File: src/rtl/core/ils_pkg.sv
// Package of the indexed list store: payload types, codes and default sizes.
package ils_pkg;

    localparam int CAPACITY_DEF   = 64;
    localparam int WORD_WIDTH_DEF = 32;
    localparam int MAX_WORD_W     = 64;
    localparam int CMD_W          = 3;
    localparam int POS_W          = 6;
    localparam int VALUE_W        = 32;
    localparam int COUNT_W        = 7;

    typedef enum logic [CMD_W-1:0] {
        CMD_APPEND = 3'd0,
        CMD_POP    = 3'd1,
        CMD_READ   = 3'd2,
        CMD_INSERT = 3'd3,
        CMD_DELETE = 3'd4
    } t_cmd;

    typedef enum logic [2:0] {
        ST_IDLE,
        ST_DECODE,
        ST_FETCH,
        ST_SHIFT_CHK,
        ST_SHIFT_WR,
        ST_RESP
    } t_state;

    typedef struct packed {
        logic [CMD_W-1:0]   cmd;
        logic [POS_W-1:0]   position;
        logic [VALUE_W-1:0] item_value;
    } t_item;

    typedef struct packed {
        logic               ok;
        logic [VALUE_W-1:0] read_value;
        logic [COUNT_W-1:0] count_after;
    } t_result;

    typedef struct packed {
        logic wr_en;
        logic rd_en;
    } t_mem_ctl;

    typedef struct packed {
        logic busy;
        logic done;
        logic ok;
    } t_status;

endpackage

File: src/rtl/core/ils_mem.sv
// Entry store: one write port and one registered read port.
module ils_mem
    import ils_pkg::*;
#(
    parameter int DEPTH = CAPACITY_DEF,
    parameter int WIDTH = WORD_WIDTH_DEF,
    localparam int ADDR_W = $clog2(DEPTH)
) (
    input  logic              i_clk,
    input  t_mem_ctl          i_ctl,
    input  logic [ADDR_W-1:0] i_waddr,
    input  logic [WIDTH-1:0]  i_wdata,
    input  logic [ADDR_W-1:0] i_raddr,
    output logic [WIDTH-1:0]  o_rdata
);

    logic [WIDTH-1:0] r_mem [DEPTH];

    // write one entry
    always_ff @(posedge i_clk) begin
        if (i_ctl.wr_en) begin
            r_mem[i_waddr] <= i_wdata;
        end
    end

    // register the read beat
    always_ff @(posedge i_clk) begin
        if (i_ctl.rd_en) begin
            o_rdata <= r_mem[i_raddr];
        end
    end

endmodule

File: src/rtl/core/ils_ctrl.sv
// Sequencer of the list store: length count, shared index step and compare unit.
module ils_ctrl
    import ils_pkg::*;
#(
    parameter int CAPACITY   = CAPACITY_DEF,
    parameter int WORD_WIDTH = WORD_WIDTH_DEF,
    localparam int LEN_W  = $clog2(CAPACITY + 1),
    localparam int ADDR_W = $clog2(CAPACITY)
) (
    input  logic                  i_clk,
    input  logic                  i_rst_n,
    input  logic                  i_start,
    input  logic [CMD_W-1:0]      i_cmd,
    input  logic [POS_W-1:0]      i_pos,
    input  logic [WORD_WIDTH-1:0] i_word,
    input  logic [WORD_WIDTH-1:0] i_rdata,
    output t_status               o_status,
    output logic [LEN_W-1:0]      o_len,
    output logic [WORD_WIDTH-1:0] o_value,
    output t_mem_ctl              o_mem_ctl,
    output logic [ADDR_W-1:0]     o_waddr,
    output logic [WORD_WIDTH-1:0] o_wdata,
    output logic [ADDR_W-1:0]     o_raddr
);

    localparam int CMP_W = (LEN_W > POS_W) ? LEN_W : POS_W;

    t_state                r_state, n_state;
    logic [LEN_W-1:0]      r_len;
    logic [CMD_W-1:0]      r_cmd;
    logic [POS_W-1:0]      r_pos;
    logic [WORD_WIDTH-1:0] r_word;
    logic [LEN_W-1:0]      r_k;
    logic                  r_ok;
    logic [WORD_WIDTH-1:0] r_value;

    logic                  up;
    logic [LEN_W-1:0]      k_step;
    logic [CMP_W-1:0]      cmp_a, cmp_b;
    logic                  cmp_lt;
    logic [CMP_W-1:0]      pos_ext, len_ext;
    logic                  pos_lt_len, len_lt_cap, len_nz;
    logic                  dec_ok, dec_write, dec_read;
    logic [ADDR_W-1:0]     idx_addr;

    // decode checks on the held command
    assign pos_ext    = CMP_W'(r_pos);
    assign len_ext    = CMP_W'(r_len);
    assign pos_lt_len = (pos_ext < len_ext);
    assign len_lt_cap = (r_len < LEN_W'(CAPACITY));
    assign len_nz     = (r_len != '0);
    assign up         = (r_cmd == CMD_INSERT);
    assign idx_addr   = (r_cmd == CMD_POP) ? '0 : pos_ext[ADDR_W-1:0];

    always_comb begin
        dec_ok    = 1'b0;
        dec_write = 1'b0;
        dec_read  = 1'b0;
        unique case (r_cmd)
            CMD_APPEND: begin
                dec_ok    = len_lt_cap;
                dec_write = len_lt_cap;
            end
            CMD_INSERT: begin
                dec_ok    = len_lt_cap;
                dec_write = len_lt_cap && !pos_lt_len;
            end
            CMD_POP: begin
                dec_ok   = len_nz;
                dec_read = len_nz;
            end
            CMD_READ, CMD_DELETE: begin
                dec_ok   = pos_lt_len;
                dec_read = pos_lt_len;
            end
            default: begin
                dec_ok = 1'b0;
            end
        endcase
    end

    // shared unit: step the index one place and compare against the bound
    always_comb begin
        k_step = up ? (r_k - LEN_W'(1)) : (r_k + LEN_W'(1));
        if (up) begin
            cmp_a = pos_ext;
            cmp_b = CMP_W'(r_k);
        end else begin
            cmp_a = CMP_W'(k_step);
            cmp_b = len_ext;
        end
        cmp_lt = (cmp_a < cmp_b);
    end

    // next state
    always_comb begin
        n_state = r_state;
        unique case (r_state)
            ST_IDLE: begin
                if (i_start) n_state = ST_DECODE;
            end
            ST_DECODE: begin
                if (dec_read) begin
                    n_state = ST_FETCH;
                end else if (dec_ok && !dec_write) begin
                    n_state = ST_SHIFT_CHK;
                end else begin
                    n_state = ST_RESP;
                end
            end
            ST_FETCH: begin
                n_state = (r_cmd == CMD_READ) ? ST_RESP : ST_SHIFT_CHK;
            end
            ST_SHIFT_CHK: begin
                n_state = cmp_lt ? ST_SHIFT_WR : ST_RESP;
            end
            ST_SHIFT_WR: begin
                n_state = ST_SHIFT_CHK;
            end
            ST_RESP: begin
                n_state = ST_IDLE;
            end
            default: begin
                n_state = ST_IDLE;
            end
        endcase
    end

    // outputs and memory port control
    always_comb begin
        o_mem_ctl = '0;
        o_waddr   = r_k[ADDR_W-1:0];
        o_wdata   = r_word;
        o_raddr   = k_step[ADDR_W-1:0];
        o_status  = '0;
        o_status.busy = (r_state != ST_IDLE);
        o_status.done = (r_state == ST_RESP);
        o_status.ok   = r_ok;
        unique case (r_state)
            ST_DECODE: begin
                o_mem_ctl.wr_en = dec_write;
                o_waddr         = r_len[ADDR_W-1:0];
                o_mem_ctl.rd_en = dec_read;
                o_raddr         = idx_addr;
            end
            ST_SHIFT_CHK: begin
                o_mem_ctl.rd_en = cmp_lt;
                o_mem_ctl.wr_en = !cmp_lt && up;
                o_waddr         = pos_ext[ADDR_W-1:0];
            end
            ST_SHIFT_WR: begin
                o_mem_ctl.wr_en = 1'b1;
                o_wdata         = i_rdata;
            end
            default: begin
                o_mem_ctl = '0;
            end
        endcase
    end

    assign o_len   = r_len;
    assign o_value = r_value;

    // state and length count
    always_ff @(posedge i_clk) begin
        if (!i_rst_n) begin
            r_state <= ST_IDLE;
            r_len   <= '0;
        end else begin
            r_state <= n_state;
            if (r_state == ST_DECODE && dec_write) begin
                r_len <= r_len + LEN_W'(1);
            end else if (r_state == ST_SHIFT_CHK && !cmp_lt) begin
                r_len <= up ? (r_len + LEN_W'(1)) : (r_len - LEN_W'(1));
            end
        end
    end

    // hold the command beat and the working index
    always_ff @(posedge i_clk) begin
        unique case (r_state)
            ST_IDLE: begin
                if (i_start) begin
                    r_cmd   <= i_cmd;
                    r_pos   <= i_pos;
                    r_word  <= i_word;
                    r_ok    <= 1'b0;
                    r_value <= '0;
                end
            end
            ST_DECODE: begin
                r_ok <= dec_ok;
                r_k  <= up ? r_len : LEN_W'(idx_addr);
            end
            ST_FETCH: begin
                r_value <= i_rdata;
            end
            ST_SHIFT_WR: begin
                r_k <= k_step;
            end
            default: begin
                r_ok <= r_ok;
            end
        endcase
    end

endmodule

File: src/rtl/core/indexed_list_store.sv
// Top level of the indexed list store: payload packing and word sizing.
// One command is taken when start is high and busy is low, and its single
// result appears on o_result with o_done high for one cycle; the receiver
// cannot stall it. The store sits in a memory with one write and one
// registered read port; moving an entry is a read state, then a write
// state. Append, failed and unused commands go from decode to result;
// a read fetches first; insert at p moves entries back from the end to p
// and writes the word (appends if p >= length); pop and delete fetch and
// move later entries forward. The result strobe is in the last busy cycle.
module indexed_list_store
    import ils_pkg::*;
#(
    parameter int CAPACITY   = CAPACITY_DEF,
    parameter int WORD_WIDTH = WORD_WIDTH_DEF
) (
    input  logic    i_clk,
    input  logic    i_rst_n,
    input  logic    start,
    input  t_item   i_item,
    output logic    busy,
    output logic    o_done,
    output t_result o_result
);

    localparam int LEN_W  = $clog2(CAPACITY + 1);
    localparam int ADDR_W = $clog2(CAPACITY);
    localparam int CNTX_W = (LEN_W > COUNT_W) ? LEN_W : COUNT_W;

    logic [MAX_WORD_W-1:0] item_wide, value_wide;
    logic [WORD_WIDTH-1:0] word, value, rdata, wdata;
    logic [CNTX_W-1:0]     cnt_wide;
    logic [LEN_W-1:0]      len;
    logic [ADDR_W-1:0]     waddr, raddr;
    t_status               status;
    t_mem_ctl              mem_ctl;

    // trim the incoming word to the store width
    assign item_wide = MAX_WORD_W'(i_item.item_value);
    assign word      = item_wide[WORD_WIDTH-1:0];

    ils_ctrl #(
        .CAPACITY   (CAPACITY),
        .WORD_WIDTH (WORD_WIDTH)
    ) u_ctrl (
        .i_clk     (i_clk),
        .i_rst_n   (i_rst_n),
        .i_start   (start),
        .i_cmd     (i_item.cmd),
        .i_pos     (i_item.position),
        .i_word    (word),
        .i_rdata   (rdata),
        .o_status  (status),
        .o_len     (len),
        .o_value   (value),
        .o_mem_ctl (mem_ctl),
        .o_waddr   (waddr),
        .o_wdata   (wdata),
        .o_raddr   (raddr)
    );

    ils_mem #(
        .DEPTH (CAPACITY),
        .WIDTH (WORD_WIDTH)
    ) u_mem (
        .i_clk   (i_clk),
        .i_ctl   (mem_ctl),
        .i_waddr (waddr),
        .i_wdata (wdata),
        .i_raddr (raddr),
        .o_rdata (rdata)
    );

    // pack the result beat
    assign value_wide = MAX_WORD_W'(value);
    assign cnt_wide   = CNTX_W'(len);

    assign busy                 = status.busy;
    assign o_done               = status.done;
    assign o_result.ok          = status.ok;
    assign o_result.read_value  = value_wide[VALUE_W-1:0];
    assign o_result.count_after = cnt_wide[COUNT_W-1:0];

endmodule

File: config.mk
export PLATFORM = sky130hd
export DESIGN_NAME = indexed_list_store
export DESIGN_NICKNAME = d
export VERILOG_FILES = /design/src/rtl/core/ils_pkg.sv /design/src/rtl/core/ils_mem.sv /design/src/rtl/core/ils_ctrl.sv /design/src/rtl/core/indexed_list_store.sv
export SDC_FILE = /design/constraint.sdc
export NUM_CORES = 2
export LEC_CHECK = 0
export BUFFER_PORTS_ARGS = -buffer_cell sky130_fd_sc_hd__clkbuf_2
export CORE_UTILIZATION = 49
export DETAILED_ROUTE_END_ITERATION = 10
export GPL_ROUTABILITY_DRIVEN = 0
export PLACE_DENSITY_LB_ADDON = 0.3
export RECOVER_POWER = 50
export SETUP_SLACK_MARGIN = 0.2
export SLEW_MARGIN = 20
export SYNTH_ARGS = -nofsm -noshare
export SYNTH_HDL_FRONTEND = slang
export SYNTH_SLANG_ARGS = --single-unit
File: constraint.sdc
create_clock -name i_clk -period 5.55 [get_ports i_clk]
set_input_delay 0.2775 -clock i_clk [delete_from_list [all_inputs] [get_ports i_clk]]
set_output_delay 0.2775 -clock i_clk [all_outputs]
set_load 0.01 [all_outputs]
==> impl_metrics.ini <==
[run_status]
status = finished with violations
failed_checks = max-capacitance violations, max-slew violations

[yosys]
synth.avg_cell_area_um2 = 16.0
synth-edff-count = 2161
synthArstFlopShare_pct = 0
synth_ff_type = edfxtp_1
synth_nets = 5435
synth_seq_cells = 2171
yosysWarnings = 0
syn_inst = 5377
yosysUniqueCellTypes = 93
ys_seq_area_share_pct = 75.8
synth_area_um2 = 85900

[die]
core_um2 = 174000
dieHeight_um = 421
die_area_um2 = 177000
ioPinCount = 86
die_w_um = 421
row_count = 153
start_util_pct = 49.4

[timing]
post-route-period-util_pct = 93.5
maxSlewHeadroom_pct = -119
grt_setup_unrepaired = no
slew_violations = 1207
tightest_slew_ns = 3.29
holdWs_ns = 0.136
max_freq_mhz = 193
finalHoldViolCount = 0
fin_crit_ns = 5.19
clock_skew_ns = 0.0689
tns_ns = 0
setup_viol = 0

[cells_and_area]
stdcell_area_um2 = 97500
utilization_pct = 56.1
syn2layout_area_growth_pct = 13.5
final_nets = 5635
post_route_cells_drive_above_1_share_pct = 13.7

[power]
power_frac_seq_pct = 40.7
peakVddDrop_mv = 0.405
clockPowerShare_pct = 29.1
p_comb_share_pct = 30.2
switchingPower_mw = 16.5
p_total_mw = 47.4
powerDensity_nw_per_um2 = 486
p_int_mw = 30.9
p_leak_nw = 31.5
switching_share_pct = 34.8

[place]
dp_hpwl_um = 150000
placed_cell_area_um2 = 90200
port_buffers = 85

[grt]
grt_use_total_pct = 27.7
grt_pass1_wl_um = 352000
grt_pass1_vias = 48600
grt_max_degree = 125
overflow = 0
antenna_found_initial = 11

[detailed_routing]
antenna_left = 0
wl_um = 252000
vias = 53200
wl_per_cell_um = 31.2
routed_via_density = 6.59
drt_first_pass_iters = 6
drt-initial-drc-count = 8698
drc = 0

[min_path]
hold_class = input port to flop

[worst_setup_path]
cp_max_fo = 38
path_cells = buf_4 -> nor2_1 -> nand2_2 -> clkbuf_1 -> mux2_2 -> buf_2
slowest_delay_ns = 1.85
criticalPathCategory = flop to flop
cp.required_ns = 6.10
crit_path_start_kind = flop
arrival_ns = 5.74
end_kind = flop
cp_slowest_cell = clkbuf_1

[cts]
h-tree-depth = 4
cts_buffers = 210
cts_tree = done
path_clk_slew_ns = 0.06
clk_path_buf_depth = 3
cts.sinks = 2171
clk_latency_ns = 0.88
root_buffer = clkbuf_16

[flow_run]
drv_cap = 25
logic make-up after synthesis:
group                    count (synthesis)  synth area share [%]
flip-flops                            2171                  75.8
AO/OA/AOI/OAI                         1301                  9.91
AND/OR/NAND/NOR                       1169                  7.35
buffers and inverters                  408                  2.20
multiplexers                           304                  4.48
adder cells (fa/ha/maj)                 14                 0.204
XOR/XNOR                                10                 0.102
layout make-up:
class / instances / area (um^2)
repair buffers: 368 / 3030
well taps: 2325 / 2910
fillers: 13200 / 76500
inverters: 13 / 48.8
clock inverters: 128 / 1210
clock buffers: 257 / 5430
multi-input cells: 2813 / 19800
diodes: 1 / 2.50
flip-flops and latches: 2171 / 65100
flip-flops by register name, summed over array words and instances (netlist names):
| register | count |
|---|---|
| u_ctrl.r_state | 3 |
| u_ctrl.o_len | 7 |
| u_ctrl.o_value | 32 |
| u_mem.r_mem | 2048 |
| u_ctrl.r_cmd | 3 |
| u_ctrl.r_k | 7 |
| u_ctrl.r_ok | 1 |
| u_ctrl.r_pos | 6 |
| u_ctrl.r_word | 32 |
| u_mem.o_rdata | 32 |
Yosys cell counts, types with 33 or more instances:
| cell type | number | area share, % |
|---|---|---|
| a211oi_1 | 79 | 0.69 |
| a21boi_0 | 62 | 0.54 |
| a21oi_1 | 68 | 0.40 |
| a31oi_1 | 61 | 0.44 |
| and2_1 | 37 | 0.27 |
| and3_1 | 109 | 0.79 |
| and4_1 | 61 | 0.62 |
| buf_2 | 123 | 0.72 |
| buf_4 | 34 | 0.30 |
| clkbuf_1 | 212 | 0.93 |
| edfxtp_1 | 2161 | 76 |
| mux2_2 | 33 | 0.43 |
| mux2i_1 | 209 | 2.4 |
| mux4_2 | 60 | 1.6 |
| nand2_1 | 125 | 0.55 |
| nand4_1 | 66 | 0.48 |
| nor2_1 | 316 | 1.4 |
| nor3_1 | 190 | 1.1 |
| nor4_1 | 47 | 0.34 |
| o21ai_0 | 279 | 1.6 |
| o221ai_1 | 35 | 0.36 |
| o22ai_1 | 428 | 3.1 |
| o31ai_1 | 157 | 1.4 |
| or3_1 | 129 | 0.94 |
critical path: cells and delay by family, from the launching register on:
family	cells	cell delay [ns]
DFF	1	0.33
muxes	1	1.11
and+or+nand+nor	2	0.48
buffers and inverters	3	2.90
metal layers:
metal	up-vias	share of wire, %	global-route usage (%)
met4	6	4.0	9.81
met3	410	13	5.69
met2	3606	43	39.6
li1	22300	-	-
met1	26900	40	42.0
met5	-	0.016	0
layout by cell type, fill, tap and decap left out, types with 105 or more instances in the layout:
cell	n
buf_4	188
nor3_1	188
nor2_1	246
o22ai_1	427
nand2_1	123
o21ai_0	278
clkbuf_1	105
and3_1	109
o31ai_1	157
clkbuf_16	210
edfxtp_1	2161
or3_1	129
mux2i_1	209
power by group through the flow:
stage | Combinational [mW] | Sequential [mW] | Clock [mW]
6_report | 14.3 | 19.3 | 13.8
5_1_grt | 14.9 | 19.3 | 14.5
4_1_cts | 14.0 | 19.2 | 13.9
3_5_place_dp | 13.9 | 19.6 | 0
3_3_place_gp | 13.7 | 19.6 | 0
2_1_floorplan | 8.06 | 19.5 | 0
path summary, 6_finish.rpt:
path | from | cells past startpoint | endpoint | slack [ns]
max | u_ctrl.r_state[1]$_SDFFE_PN0P_ | 6 | u_mem.r_mem[15][18]$_DFFE_PP_ | 0.36
min | i_item[2] | 2 | u_ctrl.r_word[2]$_DFFE_PP_ | 0.14
max reg2reg | u_ctrl.r_state[1]$_SDFFE_PN0P_ | 6 | u_mem.r_mem[15][18]$_DFFE_PP_ | 0.36
min reg2reg | u_ctrl.r_state[0]$_SDFFE_PN0P_ | 2 | u_ctrl.r_state[2]$_SDFFE_PN0P_ | 0.65
repair_timing:
| action | 4_1_cts | 5_1_grt |
|---|---|---|
| gates cloned | 1 | 14 |
| hold endpoints to repair | 52 | 0 |
| hold buffers | 44 | 0 |
| setup buffers | 0 | 6 |
| pin swaps | 1 | 30 |
| gates resized for setup | 0 | 11 |
| setup endpoints to repair | 16 | 1276 |
through the flow:
| step | instances | worst slack (ns) |
|---|---|---|
| 2_1_floorplan | 5377 | 0.0882 |
| 5_1_grt | 8075 | 0.118 |
| 4_1_cts | 8045 | 0.267 |
| 6_report | 8076 | 0.359 |
| 3_3_place_gp | 7615 | 0.0572 |
| 3_5_place_dp | 7615 | 0.217 |
(Power assumes the default switching activity.)
